`config.mk`:
```
export PLATFORM = sky130hd
export DESIGN_NAME = sitda_front
export DESIGN_NICKNAME = d
export VERILOG_FILES = /design/src/sv/sitda_pkg.sv /design/src/sv/sitda_front.sv
export SDC_FILE = /design/constraint.sdc
export NUM_CORES = 1
export LEC_CHECK = 0
export BUFFER_PORTS_ARGS = -buffer_cell sky130_fd_sc_hd__buf_2
export CORE_MARGIN = 3
export CORE_UTILIZATION = 30
export DETAILED_ROUTE_END_ITERATION = 12
export PLACE_DENSITY = 0.74
export SLEW_MARGIN = 20
export SYNTH_ARGS = -nofsm -noshare
export SYNTH_HDL_FRONTEND = slang
export SYNTH_SLANG_ARGS = --single-unit
```
`constraint.sdc`:
```
create_clock -name vclk -period 1.6
set_input_delay 0.16 -clock vclk [all_inputs]
set_output_delay 0.16 -clock vclk [all_outputs]
set_load 0.05 [all_outputs]
```
`src/sv/sitda_pkg.sv`:
```
`timescale 1ns / 1ps
// ----------------------------------------------------------------------------
// sitda_pkg: shared types and constants for the decimal text formatter
// Holds the queue item type, the queue status group and the character and
// reciprocal constants that the front, queue and back modules use.
// ----------------------------------------------------------------------------
package sitda_pkg;

    // Width of the signed input value.
    localparam int VALUE_W = 32;
    // Width of one ASCII character code.
    localparam int CHAR_W = 7;
    // Default number of entries in the front-to-back queue.
    localparam int QUEUE_DEPTH = 2;
    // Most digits a 32-bit magnitude can have.
    localparam int MAX_DIGITS = 10;
    // Index width for the digit stack and its fill count.
    localparam int DIGIT_CNT_W = $clog2(MAX_DIGITS + 1);

    // Character codes.
    localparam logic [CHAR_W-1:0] CHAR_ZERO  = 7'd48;
    localparam logic [CHAR_W-1:0] CHAR_MINUS = 7'd45;

    // Divide by ten as multiply by ceil(2^35 / 10), then shift right by 35.
    localparam logic [VALUE_W-1:0] RECIP_TEN = 32'hCCCC_CCCD;
    localparam int RECIP_SHIFT = 35;

    // One classified number: sign and unsigned magnitude.
    typedef struct packed {
        logic               neg;
        logic [VALUE_W-1:0] mag;
    } t_item;

    // Queue status seen by both sides.
    typedef struct packed {
        logic full;
        logic empty;
    } t_q_stat;

endpackage

```
`src/sv/sitda_front.sv`:
```
`timescale 1ns / 1ps
// ----------------------------------------------------------------------------
// sitda_front: input side of the decimal text formatter
// Takes a transfer on start, splits the value into sign and magnitude and
// pushes it into the queue. Busy follows the queue being full.
// ----------------------------------------------------------------------------
module sitda_front (
    input  logic                          i_start,
    input  logic [sitda_pkg::VALUE_W-1:0] i_value,
    input  sitda_pkg::t_q_stat            i_stat,
    output logic                          o_push,
    output sitda_pkg::t_item              o_item,
    output logic                          o_busy
);
    import sitda_pkg::*;

    // The front can take an item whenever the queue has room.
    assign o_busy = i_stat.full;
    assign o_push = i_start & ~i_stat.full;

    // Two's complement magnitude; the most negative value maps to 2^31.
    always_comb begin
        o_item.neg = i_value[VALUE_W-1];
        o_item.mag = i_value[VALUE_W-1] ? (~i_value + VALUE_W'(1)) : i_value;
    end

endmodule

```
# After elaboration in Yosys (flattened, before gate mapping)

Cells that the tools add are included.

Flip-flop bits (word level): 0
Output and inout port bits: 35
Word-level logic and storage cells: 5

$add $sub $neg: 1
Mux-type cells: 1
Bitwise gates (word level): 3

Operators with widths:

| kind                                          | count |
|---|---|
| adder 32 x 1 -> 32 bit, second input constant | 1 |
| two-way mux 32 bit                            | 1 |
| inverter 32 bit                               | 1 |
| bitwise AND 1 bit                             | 1 |
| inverter 1 bit                                | 1 |

# Logic depth before layout (Yosys ltp)

Depth in word-level cells: 3
Mapped depth: 5
Depth with buffers taken out: 5

# Worst setup path after synthesis

Ideal clock, no wire load.

Kind: input port to output port
From: in i_value[8] in the netlist's numbering
To: out o_item[31] in the netlist's numbering
Arrival time: 2.374 ns
Data required time: 1.440 ns
Setup slack: -0.934 ns
Stages on the path: 3
Buffers on the path: 0
Path through: nor4_4 nand4_2 nor4_1

RTL lines:

| item            | RTL line          | source |
|---|---|---|
| start, declared | sitda_front.sv:9  | `input logic [sitda_pkg::VALUE_W-1:0] i_value,` |
| end, declared   | sitda_front.sv:12 | `output sitda_pkg::t_item o_item,` |

==> results by group <==
Outcome
  – Status: finished, violations left
  – Failing checks: setup timing

Placement
  – Placed cells: 242
  – Global placer's final weighted congestion: 0.746
  – Hpwl dp: 2.60 mm
  – Quantity of I/O buffers inserted on ports: 69

Timing
  – Slew @ Worst Pin: 0.375 ns
  – RSZ-0062 raised after global routing: true
  – Setup violators final: 24
  – Fmax achieved: between 0.5 and 0.6 GHz
  – PnR worst setup slack: -0.386 ns
  – Final hold vios: 0
  – Slew Limit Fails: 0
  – Final Critical Period: 1.99 ns
  – Slew margin rel.: 0.750
  – Fin crit share: 1.24

Worst hold path
  – Worst Hold Class: in2out

Drt
  – Final Routed Wirelength: 6.00 mm
  – Post-route ant nets: 0
  – Initial DRT Pass Iterations: 4
  – # DRC: 0
  – Via-to-Cell Ratio: 5.79
  – Vias: 1483
  – Highest layer used for signal routing: met4
  – Routed met3 length: 377 µm
  – Met1 Routed Length: 2.09 mm
  – WL met2: 3.15 mm
  – Initial drt markers: 52
  – Wirelength per Cell: 23.5 µm

Power and ir drop
  – P_int: 384 µW
  – P_sw: just under 600 µW
  – PD cells: 419 nW/µm²
  – Clock share of power: 0
  – Logic gate share of total power: 1.000
  – Seq pwr share: 0
  – Max VDD drop: 0.437 mV
  – Switch share: 0.605
  – Pleak: between 0.001 and 0.0015 µW

Synthesis
  – Syn_nets: roughly 140
  – Sequential share of the synthesized area: 0
  – Cell variety after synth: 27
  – Syn avg cell area: between 7 and 8 µm²
  – Yosys top cell area share: 0.317
  – Syn Inst Count: a little over 100
  – Top cell type by total area after synthesis: xnor2_1
  – Synth area leaders: xnor2_1 32%, o41ai_2 14%, o31ai_1 9.4%
  – Ys Warns: 0
  – Cell area after synthesis: between 800 and 900 µm²

Layout
  – Share of cells above drive strength 1: 0.832
  – Core Util, Final: 0.929
  – Layout Nets: 264
  – Diode count: 0
  – Sequential cell area: 0 µm²
  – Layout filler cell count: 94
  – Clock Buffer Count: 0
  – Cell Count, Final, Fillers Out: 256
  – Sequential cell count: 0
  – Area Overhead vs Synth: 190%

Run
  – Max-cap violations: 0

Setup path
  – CP Data Arrival Time: 1.83 ns
  – CP endpoint kind: output pin
  – CP Launch Type: input port
  – Worst-path fanout max: 7
  – Kind of critical path: in2out
  – CP required: 1.44 ns

Floorplanning
  – Horiz. Die Dim: 57.7 µm
  – DIE AREA: about 3300 µm²
  – Initial Util: 0.321
  – # rows: 18
  – Area of the core: 2500 µm²
  – Die height: 57.7 µm
  – I/O Pins: 70

GRT
  – GR Overflow Total: 0
  – GR Util All Layers: 0.255
  – First-pass GRT wire length: just under 7 mm
  – Number of global-route vias before repair: roughly 1500
  – Number of antenna violations at the first check in global routing: 0
  – Largest net degree at the start of global routing: 18

CTS
  – Cts hold-fix bufs: 0
## per-layer routing
layer / vias up / track usage
li1: 628 / -
met1: 709 / 0.264
met2: 112 / 0.544
met3: 34 / 0
met4: 0 / 0.0728
met5: - / 0
## logic make-up after synthesis
| kind of cell | Yosys count | share of synthesized area |
|---|---|---|
| buffers and inverters | 9 | 0.0562 |
| adder cells (fa/ha/maj) | 1 | 0.0156 |
| AO/OA/AOI/OAI | 24 | 0.284 |
| AND/OR/NAND/NOR | 39 | 0.328 |
| XOR/XNOR | 29 | 0.317 |
## layout make-up
| type | instances | area (µm²) | share of cell area |
|---|---|---|---|
| Multi-Input combinational cell | 94 | 1210 | 0.523 |
| Timing Repair Buffer | 130 | 1060 | 0.458 |
| Tap cell | 30 | 37.5 | 0.0162 |
| Inverter | 2 | 7.51 | 0.00323 |
## critical path, cell delays in order
cell and delay (ns):
buf_2 0.13, nor4_1 0.33, buf_4 0.19, nand4_4 0.23, o31ai_2 0.30, buf_4 0.17
xnor2_2 0.12, buf_6 0.19
## cell usage in the layout (no fill, tap or decap), types with 3 or more instances in the layout
cell / netlist / layout
nand2b_1: 4 / 3
xnor2_1: 29 / 6
nor4_4: 2 / 5
buf_4: 3 / 56
buf_6: 0 / 30
o31ai_2: 0 / 4
buf_2: 0 / 35
o31ai_4: 0 / 4
nor2_1: 4 / 4
xnor2_2: 0 / 23
buf_8: 0 / 5
nand3_4: 1 / 3
o41ai_4: 0 / 7
nand2_1: 11 / 10
## cells in the mapped netlist
cell,count
or2b_1,1
o41ai_2,7
nand4_2,1
nor2b_1,1
ha_1,1
xnor2_1,29
buf_1,2
o41ai_1,1
nand3b_1,2
or3_1,1
nor4_1,3
nand3_1,2
nor4_2,1
nand2_1,11
or2_2,1
nor4_4,2
nand3_4,1
o31ai_1,10
nand2b_1,4
nand4_1,1
buf_4,3
o21ai_0,6
nor2_1,4
nor3_2,1
inv_1,2
nor3_1,2
clkbuf_1,2
## path summary, 6_finish.rpt
kind	slack [ns]	cells past startpoint	endpoint	startpoint
setup / recovery	-0.39	8	o_item[30]	i_value[14]
hold / removal	0.63	2	o_busy	i_stat[1]
## power by group through the flow
stage                     clock network, µW  registers (µW)  logic [µW]
after floorplan                           0               0         498
after global placement                    0               0         746
after detailed placement                  0               0         760
after CTS                                 0               0         897
after global routing                      0               0         996
final                                     0               0         972
## metrics by stage
step           TNS (ns)  setup WS [ns]  hold WS (ns)  power, µW  area, µm²
2_1_floorplan    -0.588        -0.0951         0.487        498       1010
3_3_place_gp      -6.25         -0.341         0.622        746       1730
3_5_place_dp      -6.66         -0.365         0.624        760       1730
4_1_cts           -2.46         -0.230         0.623        897       2170
5_1_grt           -6.12         -0.415         0.639        996       2320
6_report          -5.05         -0.386         0.628        972       2320
## repair_timing
item / in CTS / in global routing
pin swaps: 17 / 18
gates cloned: 1 / 0
hold endpoints to repair: 0 / 0
resized for setup: 94 / 22
buffers inserted: 7 / 6
setup endpoints to repair: 25 / 26
Note: power is estimated with default switching activity, not from simulation.
