===== config.mk =====
export PLATFORM = sky130hd
export DESIGN_NAME = sitda_queue
export DESIGN_NICKNAME = d
export VERILOG_FILES = /design/src/sv/sitda_pkg.sv /design/src/sv/sitda_queue.sv
export SDC_FILE = /design/constraint.sdc
export NUM_CORES = 1
export LEC_CHECK = 0
export BUFFER_PORTS_ARGS = -buffer_cell sky130_fd_sc_hd__buf_2
export CORE_MARGIN = 2
export CORE_UTILIZATION = 45
export CTS_CLUSTER_DIAMETER = 200
export DETAILED_ROUTE_END_ITERATION = 8
export PLACE_DENSITY_LB_ADDON = 0.08
export SETUP_SLACK_MARGIN = 0.05
export SYNTH_ARGS = -nofsm -noshare
export SYNTH_HDL_FRONTEND = slang
export SYNTH_SLANG_ARGS = --single-unit

===== constraint.sdc =====
create_clock -name i_clk -period 3.3 [get_ports i_clk]
set_clock_uncertainty 0.2 [all_clocks]
set_input_delay 0.165 -clock i_clk [delete_from_list [all_inputs] [get_ports i_clk]]
set_output_delay 0.165 -clock i_clk [all_outputs]
set_load 0.02 [all_outputs]

===== src/sv/sitda_pkg.sv =====
`timescale 1ns / 1ps
// ----------------------------------------------------------------------------
// sitda_pkg: shared types and constants for the decimal text formatter
// Holds the queue item type, the queue status group and the character and
// reciprocal constants that the front, queue and back modules use.
// ----------------------------------------------------------------------------
package sitda_pkg;

    // Width of the signed input value.
    localparam int VALUE_W = 32;
    // Width of one ASCII character code.
    localparam int CHAR_W = 7;
    // Default number of entries in the front-to-back queue.
    localparam int QUEUE_DEPTH = 2;
    // Most digits a 32-bit magnitude can have.
    localparam int MAX_DIGITS = 10;
    // Index width for the digit stack and its fill count.
    localparam int DIGIT_CNT_W = $clog2(MAX_DIGITS + 1);

    // Character codes.
    localparam logic [CHAR_W-1:0] CHAR_ZERO  = 7'd48;
    localparam logic [CHAR_W-1:0] CHAR_MINUS = 7'd45;

    // Divide by ten as multiply by ceil(2^35 / 10), then shift right by 35.
    localparam logic [VALUE_W-1:0] RECIP_TEN = 32'hCCCC_CCCD;
    localparam int RECIP_SHIFT = 35;

    // One classified number: sign and unsigned magnitude.
    typedef struct packed {
        logic               neg;
        logic [VALUE_W-1:0] mag;
    } t_item;

    // Queue status seen by both sides.
    typedef struct packed {
        logic full;
        logic empty;
    } t_q_stat;

endpackage


===== src/sv/sitda_queue.sv =====
`timescale 1ns / 1ps
// ----------------------------------------------------------------------------
// sitda_queue: short queue between the front and back parts
// A small circular buffer of classified numbers with a fill count.
// Push and pop may happen in the same cycle.
// ----------------------------------------------------------------------------
module sitda_queue #(
    parameter int DEPTH = sitda_pkg::QUEUE_DEPTH
) (
    input  logic               i_clk,
    input  logic               i_rst_n,
    input  logic               i_push,
    input  sitda_pkg::t_item   i_item,
    input  logic               i_pop,
    output sitda_pkg::t_item   o_head,
    output sitda_pkg::t_q_stat o_stat
);
    import sitda_pkg::*;

    localparam int PTR_W = (DEPTH > 1) ? $clog2(DEPTH) : 1;
    localparam int CNT_W = $clog2(DEPTH + 1);

    t_item             r_mem [DEPTH];
    logic [PTR_W-1:0]  r_wr_ptr, n_wr_ptr;
    logic [PTR_W-1:0]  r_rd_ptr, n_rd_ptr;
    logic [CNT_W-1:0]  r_count, n_count;

    // Status and head entry.
    assign o_stat.full  = (r_count == CNT_W'(DEPTH));
    assign o_stat.empty = (r_count == '0);
    assign o_head       = r_mem[r_rd_ptr];

    // Pointer wrap and count update.
    always_comb begin
        n_wr_ptr = r_wr_ptr;
        n_rd_ptr = r_rd_ptr;
        n_count  = r_count;
        if (i_push) begin
            n_wr_ptr = (r_wr_ptr == PTR_W'(DEPTH - 1)) ? '0 : r_wr_ptr + PTR_W'(1);
        end
        if (i_pop) begin
            n_rd_ptr = (r_rd_ptr == PTR_W'(DEPTH - 1)) ? '0 : r_rd_ptr + PTR_W'(1);
        end
        if (i_push && !i_pop) begin
            n_count = r_count + CNT_W'(1);
        end else if (!i_push && i_pop) begin
            n_count = r_count - CNT_W'(1);
        end
    end

    // Control registers.
    always_ff @(posedge i_clk) begin
        if (!i_rst_n) begin
            r_wr_ptr <= '0;
            r_rd_ptr <= '0;
            r_count  <= '0;
        end else begin
            r_wr_ptr <= n_wr_ptr;
            r_rd_ptr <= n_rd_ptr;
            r_count  <= n_count;
        end
    end

    // Storage write.
    always_ff @(posedge i_clk) begin
        if (i_push) begin
            r_mem[r_wr_ptr] <= i_item;
        end
    end

endmodule


-- Word-level counts from Yosys, hierarchy flattened
Memories as Yosys holds them, arrays and structs flattened. A register that Yosys moved wholly into a read port is not among the register bits.
Index checks and enable logic that the tools add are counted.
- bits in registers: 4
- bits in writable memories: 66
- input bits: 37
- output and inout bits: 35
- word-level logic and storage cells: 23
- memories: 1
- add/subtract/negate cells: 4
- equal/unequal tests: 1
- muxes and demuxes: 8
- reduce and logical (&&, ||, !) cells: 6
- memories (memory ; depth ; bits a word ; read ports ; clocked after Yosys merged registers in ; wr ports ; RTL line ; text):
    r_mem ; 2 ; 33 ; 1 ; 1 ; 1 ; sitda_queue.sv:23 ; t_item r_mem [DEPTH];
- operator list (cell ; count):
    $mux 1 ; 6
    $mux 2 ; 2
    $add 1x1->1 const B ; 2
    $add 2x1->2 const B ; 1
    $eq 2x2->1 const B ; 1
    $logic_and 1x1->1 ; 2
    $logic_not 1->1 ; 2
    $logic_not 2->1 ; 1
    $reduce_bool 2->1 ; 1
    $sub 2x1->2 const B ; 1

-- Depth between registers and ports, before layout
Gate-level depths: netlist of run 1.
- word-level depth: 4
- mapped depth: 5
- mapped depth without buffers: 5

-- Worst setup path before layout of run 1
OpenSTA, ideal clock, no wires.
- path kind: register to register
- start point: register r_wr_ptr
- end point: memory r_mem[0][0] (netlist bit) (enable)
- setup time: 0.428 ns
- arrival: 1.820 ns
- required time: 2.672 ns
- slack: 0.852 ns
- cell stages (with the launch flop): 2
- path buffers: 0
- clock period less this slack: 2.448 ns
- cell sequence: dfxtp_1 -> nor2b_1
- RTL lines (item ; RTL line ; text):
    from (decl) ; sitda_queue.sv:24 ; logic [PTR_W-1:0] r_wr_ptr, n_wr_ptr;
    from (signal assigned) ; sitda_queue.sv:58 ; r_wr_ptr <= n_wr_ptr;
    to (decl) ; sitda_queue.sv:23 ;
No word-level cell before the write port.

==> metrics.txt, run 1 <==
# TYPE chip_impl_metric gauge
chip_impl_metric{name="number_of_instances_resized_during_post_cts_repair",unit=""} 0
chip_impl_metric{name="relSlewSlack",unit=""} 0.3446
chip_impl_metric{name="synth_enable_flop_cells",unit=""} 66
chip_impl_metric{name="numCtsBuffers",unit=""} 9
chip_impl_metric{name="die_h",unit="microns"} 80.01
chip_impl_metric{name="finalMaxSlewViolations",unit=""} 0
chip_impl_metric{name="n_fill_cell",unit=""} 418
chip_impl_metric{name="register_area",unit="sq mm"} 0.002082
chip_impl_metric{name="tightest_slew",unit="ps"} 981.0
chip_impl_metric{name="drtAntennaViolNets",unit=""} 0
chip_impl_metric{name="layout_setup_ws",unit="ps"} 1145
chip_impl_metric{name="drt-initial-drc-count",unit=""} 40
chip_impl_metric{name="ctsHtreeMaxLevel",unit=""} 3
chip_impl_metric{name="top_level_ports",unit=""} 72
chip_impl_metric{name="grt_pass1_wl",unit="mm"} 7.058
chip_impl_metric{name="cts_hold_buffers",unit=""} 36
chip_impl_info{name="yosys_most_used_dff",value="sky130_fd_sc_hd__edfxtp_1"} 1
chip_impl_metric{name="cts.reportedPaths.clkPinSlew",unit="ps"} 60
chip_impl_info{name="critical_path_class",value="register to output pin"} 1
chip_impl_metric{name="insertion_delay",unit="ps"} 320
chip_impl_metric{name="detailed_place_hpwl",unit="mm"} 2.841
chip_impl_metric{name="multi_input_area",unit="sq um"} 495.5
chip_impl_metric{name="placedInstanceArea",unit="sq mm"} 0.003034
chip_impl_metric{name="synthesis.area_per_instance",unit="sq um"} 20.80
chip_impl_metric{name="final_period_minus_worst_setup_slack",unit="ps"} 2155
chip_impl_metric{name="post_route_cells_drive_above_1_share",unit=""} 0.4836
chip_impl_metric{name="routed_wirelength",unit="mm"} 4.570
chip_impl_metric{name="route.detailed.vias_per_inst",unit=""} 4.658
chip_impl_metric{name="final_nets",unit=""} 278
chip_impl_metric{name="chip_width",unit="microns"} 80.01
chip_impl_metric{name="core_area",unit="sq mm"} 0.005540
chip_impl_metric{name="track_usage",unit=""} 0.1528
chip_impl_metric{name="maxCapViolCount",unit=""} 0
chip_impl_metric{name="static-leakage-power",unit="nW"} 1.360
chip_impl_metric{name="layout_worst_path_cycle_share",unit=""} 0.6530
chip_impl_metric{name="yosysUniqueCellTypes",unit=""} 17
chip_impl_metric{name="ys_seq_elements",unit=""} 71
chip_impl_metric{name="post-place-ws",unit="ps"} 1491
chip_impl_metric{name="route.detailed.drc",unit=""} 0
chip_impl_metric{name="routability_congestion_estimate",unit=""} 0.6868
chip_impl_metric{name="wl_per_cell",unit="microns"} 14.46
chip_impl_metric{name="vias_post_dr",unit=""} 1472
chip_impl_info{name="setup_repair_after_global_routing_missed_its_margin",value="no"} 1
chip_impl_metric{name="ys_async_sr_fraction",unit=""} 0
chip_impl_metric{name="grt.overflow.total",unit=""} 0
chip_impl_metric{name="final.setup.tns",unit="ps"} 0
chip_impl_metric{name="clk_sinks",unit=""} 71
chip_impl_metric{name="ys_seq_area_frac",unit=""} 0.8008
chip_impl_info{name="run_status",value="finished clean"} 1
chip_impl_metric{name="vdd_drop_max",unit="uV"} 328.0
chip_impl_metric{name="setup_viol",unit=""} 0
chip_impl_info{name="hp-class",value="input port to register"} 1
chip_impl_metric{name="area_growth",unit="%"} 36.24
chip_impl_info{name="crit_path_end_kind",value="output pin"} 1
chip_impl_metric{name="core.rowCount",unit=""} 27
chip_impl_metric{name="arrival",unit="ps"} 1790
chip_impl_metric{name="timing.critical_path.required",unit="ps"} 2930
chip_impl_metric{name="number_of_antenna_violations_at_the_first_check_in_global_routing",unit=""} 0
chip_impl_metric{name="drt-pass1-iter-count",unit=""} 4
chip_impl_info{name="start_kind",value="register"} 1
chip_impl_metric{name="clock.fmax",unit="MHz"} 464.0
chip_impl_info{name="cts_tree",value="yes"} 1
chip_impl_metric{name="worst-path-max-fanout",unit=""} 27
chip_impl_metric{name="synthesis.nets",unit=""} 163
chip_impl_metric{name="finalHoldViolations",unit=""} 0
chip_impl_metric{name="post_cts.repair.setup_buffers",unit=""} 0
chip_impl_metric{name="ys_warn_count",unit=""} 0
chip_impl_metric{name="fp.dieArea",unit="sq mm"} 0.006402
chip_impl_metric{name="count_of_port_buffers_added_during_placement",unit=""} 71
chip_impl_metric{name="largest_net_degree_at_the_start_of_global_routing",unit=""} 35
chip_impl_metric{name="grt_pass1_vias",unit=""} 1603
chip_impl_metric{name="power_density",unit="mW/mm^2"} 526.0
chip_impl_metric{name="stdcell_area",unit="sq mm"} 0.003542
chip_impl_metric{name="syn_inst",unit=""} 125
chip_impl_metric{name="floorplan.initialDensity",unit=""} 0.4693
chip_impl_metric{name="antenna_cells",unit=""} 0
chip_impl_metric{name="synth.cell_area",unit="sq mm"} 0.002600
chip_impl_metric{name="cts.path.max_buffers",unit=""} 2
chip_impl_metric{name="utilization",unit=""} 0.6393
chip_impl_info{name="clock-root-buffer",value="sky130_fd_sc_hd__clkbuf_8"} 1
[cell families (layout without fill, tap and decap cells)]
family                     Yosys count  in the layout  synth area share
DFF                                 71             71            0.8008
xor gates and xnor gates             3              3           0.01011
buffers and inverters                5            124           0.01203
muxes                               33             33            0.1429
and+or+nand+nor                      9              9           0.02165
AOI/OAI and AO/OA                    3              3          0.007700
adders and majority gates            1              1          0.004812
[path summary, 6_finish.rpt]
kind	cells past startpoint	endpoint	slack (ps)	start
max	3	o_head[13]	1150	register
min	4	r_count[1]$_SDFFE_PN0P_	170	i_push
max reg2reg	3	r_wr_ptr$_SDFFE_PN0P_	1180	r_wr_ptr$_SDFFE_PN0P_
min reg2reg	2	r_count[1]$_SDFFE_PN0P_	330	r_count[1]$_SDFFE_PN0P_
[critical path, stage by stage (launching register included)]
cell	delay [ps]
sky130_fd_sc_hd__dfxtp_1	490
sky130_fd_sc_hd__buf_4	410
sky130_fd_sc_hd__mux2_2	390
sky130_fd_sc_hd__buf_2	160
[through the flow]
step                hold slack [ps]  std cells  total power [mW]
finish                        171.1        316             1.863
global route                  210.2        316             1.944
CTS                           171.5        316             1.882
detailed placement            156.3        265             1.316
global placement              152.5        265             1.306
floorplan                     63.87        125             1.229
[registers in the layout (all words and copies together), names as in the netlist, named ones only]
name,cells
r_count,2
r_rd_ptr,1
r_wr_ptr,1
r_mem,66
[metal layers]
metal,wire length (microns),vias to the layer above,global-route usage
met5,0,-,0
met4,89,0,0.08136
met3,252,10,0.03959
met2,2511,44,0.2867
met1,1717,709,0.1517
li1,-,709,-
[cell type report]
cell class                 instances  area share
timing repair buffer             108      0.2042
inverter                           1    0.001060
sequential                        71      0.5878
clock buffer                      13     0.03921
multi-input combinational         49      0.1399
clock inverter                     2    0.002473
tap                               72     0.02543
[cells in the mapped netlist, types with 2 or more instances]
cell,number,area [sq um]
sky130_fd_sc_hd__edfxtp_1,66,1982
sky130_fd_sc_hd__mux2_2,33,371.6
sky130_fd_sc_hd__dfxtp_1,5,100.1
sky130_fd_sc_hd__and2_1,4,25.02
sky130_fd_sc_hd__buf_4,3,22.52
sky130_fd_sc_hd__nor2b_1,2,12.51
sky130_fd_sc_hd__xor2_1,2,17.52
[power breakdown]
part | internal (mW) | leakage [nW] | switching, mW
registers | 1.04 | 0.661 | 0.0176
logic | 0.129 | 0.624 | 0.142
clock network | 0.266 | 0.0749 | 0.270
[cells in the final DEF, fill, tap and decap left out, drive strengths merged]
| master | instances |
|---|---|
| o21a | 1 |
| and2b | 1 |
| dfxtp | 5 |
| ha | 1 |
| o21ai | 1 |
| inv | 1 |
| edfxtp | 66 |
| a21boi | 1 |
| nor2b | 2 |
| clkbuf | 13 |
| nor2 | 1 |
| xor2 | 2 |
| mux2 | 33 |
| dlygate4sd3 | 36 |
| or3 | 1 |
| and2 | 4 |
| xnor2 | 1 |
| clkinv | 2 |
| buf | 72 |
Note: power is estimated with default switching activity, not from simulation.
==> run 2, diff against run 1 <==
==> constraint.sdc (replaced) <==
create_clock -name i_clk -period 2 [get_ports i_clk]
set_clock_uncertainty 0.2 [all_clocks]
set_input_delay 0.1 -clock i_clk [delete_from_list [all_inputs] [get_ports i_clk]]
set_output_delay 0.1 -clock i_clk [all_outputs]
set_load 0.02 [all_outputs]
==> run 2 against run 1 <==
Final area is 2.5% higher. Register-to-register slack worse by 950 ps. Wire length is 3.8% lower. Combinational power is 70% higher. Global-route usage is 0.81 points lower. Via count is 0.75% higher. Utilization is 1.6 points higher. Die area stayed put. Clock power is 90% higher. Sequential share of layout area is 1.4 points lower. Power is 73% higher. Critical path depth stayed put. Critical path type unchanged. Largest power group unchanged.
==> metrics.txt, run 2 (same netlist as run 1, synthesis figures left out) <==
# TYPE chip_impl_metric gauge
chip_impl_info{name="run_status",value="finished clean"} 1
chip_impl_metric{name="largest_register_ff_count",unit=""} 66
chip_impl_metric{name="grt_pass1_vias",unit=""} 1515
chip_impl_metric{name="timing.critical_path.required",unit="ps"} 1700
chip_impl_metric{name="drt-initial-drc-count",unit=""} 23
chip_impl_info{name="biggestRegsByFlops",value="r_mem: 66 flops, r_count: 2 flops"} 1
chip_impl_metric{name="power.share.sequential",unit=""} 0.540
chip_impl_metric{name="arrival",unit="ps"} 1480
chip_impl_info{name="crit_path_end_kind",value="output pin"} 1
chip_impl_metric{name="layout_worst_path_cycle_share",unit=""} 0.8917
chip_impl_metric{name="largest_net_degree_at_the_start_of_global_routing",unit=""} 29
chip_impl_metric{name="track_usage",unit=""} 0.1448
chip_impl_metric{name="antenna_cells",unit=""} 0
chip_impl_metric{name="finalHoldViolations",unit=""} 0
chip_impl_metric{name="final.setup.tns",unit="ps"} 0
chip_impl_metric{name="area_growth",unit="%"} 39.65
chip_impl_metric{name="top_level_ports",unit=""} 72
chip_impl_metric{name="routed_wirelength",unit="mm"} 4.398
chip_impl_metric{name="vias_post_dr",unit=""} 1483
chip_impl_metric{name="clk_sinks",unit=""} 71
chip_impl_info{name="start_kind",value="register"} 1
chip_impl_metric{name="stdcell_area",unit="sq mm"} 0.003631
chip_impl_metric{name="cts.reportedPaths.clkPinSlew",unit="ps"} 60
chip_impl_metric{name="core.rowCount",unit=""} 27
chip_impl_metric{name="vdd_drop_max",unit="uV"} 530.5
chip_impl_metric{name="chip_width",unit="microns"} 80.01
chip_impl_info{name="setup_repair_after_global_routing_missed_its_margin",value="no"} 1
chip_impl_metric{name="power_frac_clock",unit=""} 0.317
chip_impl_metric{name="clock.fmax",unit="MHz"} 560.7
chip_impl_info{name="timing.hold.worst_endpoint",value="r_mem[0][24]$_DFFE_PP_"} 1
chip_impl_info{name="layout_common_cells",value="71 x sky130_fd_sc_hd__buf_2, 66 x sky130_fd_sc_hd__edfxtp_1, 36 x sky130_fd_sc_hd__dlygate4sd3_1, 33 x sky130_fd_sc_hd__mux2_2, 9 x sky130_fd_sc_hd__clkbuf_8"} 1
chip_impl_info{name="mostFrequentLayoutCell",value="sky130_fd_sc_hd__buf_2"} 1
chip_impl_metric{name="cts.path.max_buffers",unit=""} 2
chip_impl_info{name="critical-path-slowest-cell",value="sky130_fd_sc_hd__dfxtp_2"} 1
chip_impl_metric{name="maxCapViolCount",unit=""} 0
chip_impl_metric{name="placedInstanceArea",unit="sq mm"} 0.003089
chip_impl_info{name="worstReg2RegStart",value="r_wr_ptr$_SDFFE_PN0P_"} 1
chip_impl_metric{name="floorplan.initialDensity",unit=""} 0.4693
chip_impl_metric{name="layout_setup_ws",unit="ps"} 216.7
chip_impl_info{name="clock-root-buffer",value="sky130_fd_sc_hd__clkbuf_8"} 1
chip_impl_metric{name="final_period_minus_worst_setup_slack",unit="ps"} 1783
chip_impl_metric{name="detailed_place_hpwl",unit="mm"} 2.825
chip_impl_metric{name="post_route_cells_drive_above_1_share",unit=""} 0.5060
chip_impl_metric{name="r2r_setup_slack",unit="ps"} 230
chip_impl_metric{name="finalMaxSlewViolations",unit=""} 0
chip_impl_metric{name="numCtsBuffers",unit=""} 9
chip_impl_info{name="cts_tree",value="yes"} 1
chip_impl_metric{name="setup_viol",unit=""} 0
chip_impl_metric{name="static-leakage-power",unit="nW"} 1.408
chip_impl_metric{name="power_density",unit="mW/mm^2"} 888.9
chip_impl_metric{name="sw_ratio",unit=""} 0.2233
chip_impl_metric{name="routability_congestion_estimate",unit=""} 0.6689
chip_impl_metric{name="p_sw",unit="uW"} 720.8
chip_impl_metric{name="relSlewSlack",unit=""} 0.8250
chip_impl_metric{name="grt.overflow.total",unit=""} 0
chip_impl_metric{name="route.detailed.vias_per_inst",unit=""} 4.620
chip_impl_metric{name="worst-path-max-fanout",unit=""} 20
chip_impl_metric{name="ctsHtreeMaxLevel",unit=""} 3
chip_impl_metric{name="drt-pass1-iter-count",unit=""} 2
chip_impl_metric{name="tightest_slew",unit="ps"} 262.0
chip_impl_metric{name="grt_pass1_wl",unit="mm"} 6.665
chip_impl_metric{name="core_area",unit="sq mm"} 0.005540
chip_impl_metric{name="route.detailed.drc",unit=""} 0
chip_impl_metric{name="fp.dieArea",unit="sq mm"} 0.006402
chip_impl_metric{name="internal_power",unit="mW"} 2.507
chip_impl_metric{name="count_of_port_buffers_added_during_placement",unit=""} 71
chip_impl_info{name="critical_path.cell_chain",value="buf_12, mux2_2, buf_2"} 1
chip_impl_metric{name="worst_path_largest_cell_delay",unit="ps"} 450
chip_impl_info{name="largest_register",value="r_mem"} 1
chip_impl_metric{name="worstHoldPathCells",unit=""} 2
chip_impl_info{name="rr_endpoint",value="r_wr_ptr$_SDFFE_PN0P_"} 1
chip_impl_metric{name="final_nets",unit=""} 282
chip_impl_metric{name="post_cts.repair.setup_buffers",unit=""} 0
chip_impl_metric{name="timing.hold.ws",unit="ps"} 52.34
chip_impl_metric{name="wl_per_cell",unit="microns"} 13.70
chip_impl_info{name="critical_path_class",value="register to output pin"} 1
chip_impl_metric{name="drtAntennaViolNets",unit=""} 0
chip_impl_metric{name="comb_power_share",unit=""} 0.143
chip_impl_metric{name="number_of_antenna_violations_at_the_first_check_in_global_routing",unit=""} 0
chip_impl_info{name="worst_hold_startpoint",value="i_push"} 1
chip_impl_metric{name="die_h",unit="microns"} 80.01
chip_impl_info{name="hp-class",value="input port to register"} 1
chip_impl_metric{name="insertion_delay",unit="ps"} 320
chip_impl_metric{name="reg2reg_depth",unit=""} 4
chip_impl_metric{name="post-place-ws",unit="ps"} 418.7
-- run 2: cell count changes in the layout (fill, tap and decap cells not counted), sizes merged --
cell / change
buf: +4
bufinv: +1
clkbuf: -2
clkinv: +2
-- run 2: what timing repair did --
action	4_1_cts	5_1_grt
resized for setup	0	1
setup endpoints to repair	0	27
endpoints found under the hold margin	71	0
hold buffers	36	0
-- run 2: layout make-up --
class                   count  area, sq um
well taps                  72        90.09
multi-input cells          49        495.5
flip-flops and latches     71         2083
clock buffers              11        131.4
fillers                   417         1909
inverters                   1        3.754
repair buffers            112        778.2
clock inverters             5        48.80
-- run 2: worst max-delay path by stage --
stage                          startpoint                    end  cells after the start
floorplan           r_wr_ptr$_SDFFE_PN0P_  r_mem[0][0]$_DFFE_PP_                      1
global placement                 register             o_head[17]                      3
detailed placement               register             o_head[16]                      3
CTS                              register             o_head[16]                      3
global route        r_wr_ptr$_SDFFE_PN0P_  r_wr_ptr$_SDFFE_PN0P_                      4
finish                           register             o_head[16]                      3
-- run 2: power by group through the flow --
stage                     Sequential [mW]  Combinational, mW  Clock [mW]
after floorplan                      1.76              0.266           0
after global placement               1.77              0.404           0
after detailed placement             1.77              0.410           0
after CTS                            1.74              0.467        1.06
after global routing                 1.75              0.496        1.11
final                                1.74              0.461        1.02
-- run 2: stage by stage --
step	utilization	instances	power, mW
2_1_floorplan	-	125	2.027
3_3_place_gp	0.5576	269	2.173
3_5_place_dp	0.5576	269	2.184
4_1_cts	0.6551	321	3.270
5_1_grt	0.6554	321	3.359
6_report	0.6554	321	3.228
-- run 2: critical path, delay by kind of cell (launching register included) --
kind / cells / cell delay, ps
buffers and inverters: 2 / 360
muxes: 1 / 350
DFF: 1 / 450
-- run 2: routing by layer --
layer  routed length (microns)  vias to the layer above  global-route usage
met2                      2242                       44              0.2350
met3                       256                        7             0.03846
met4                        72                        0             0.08644
met5                         0                        -                   0
met1                      1827                      713              0.1724
li1                          -                      719                   -
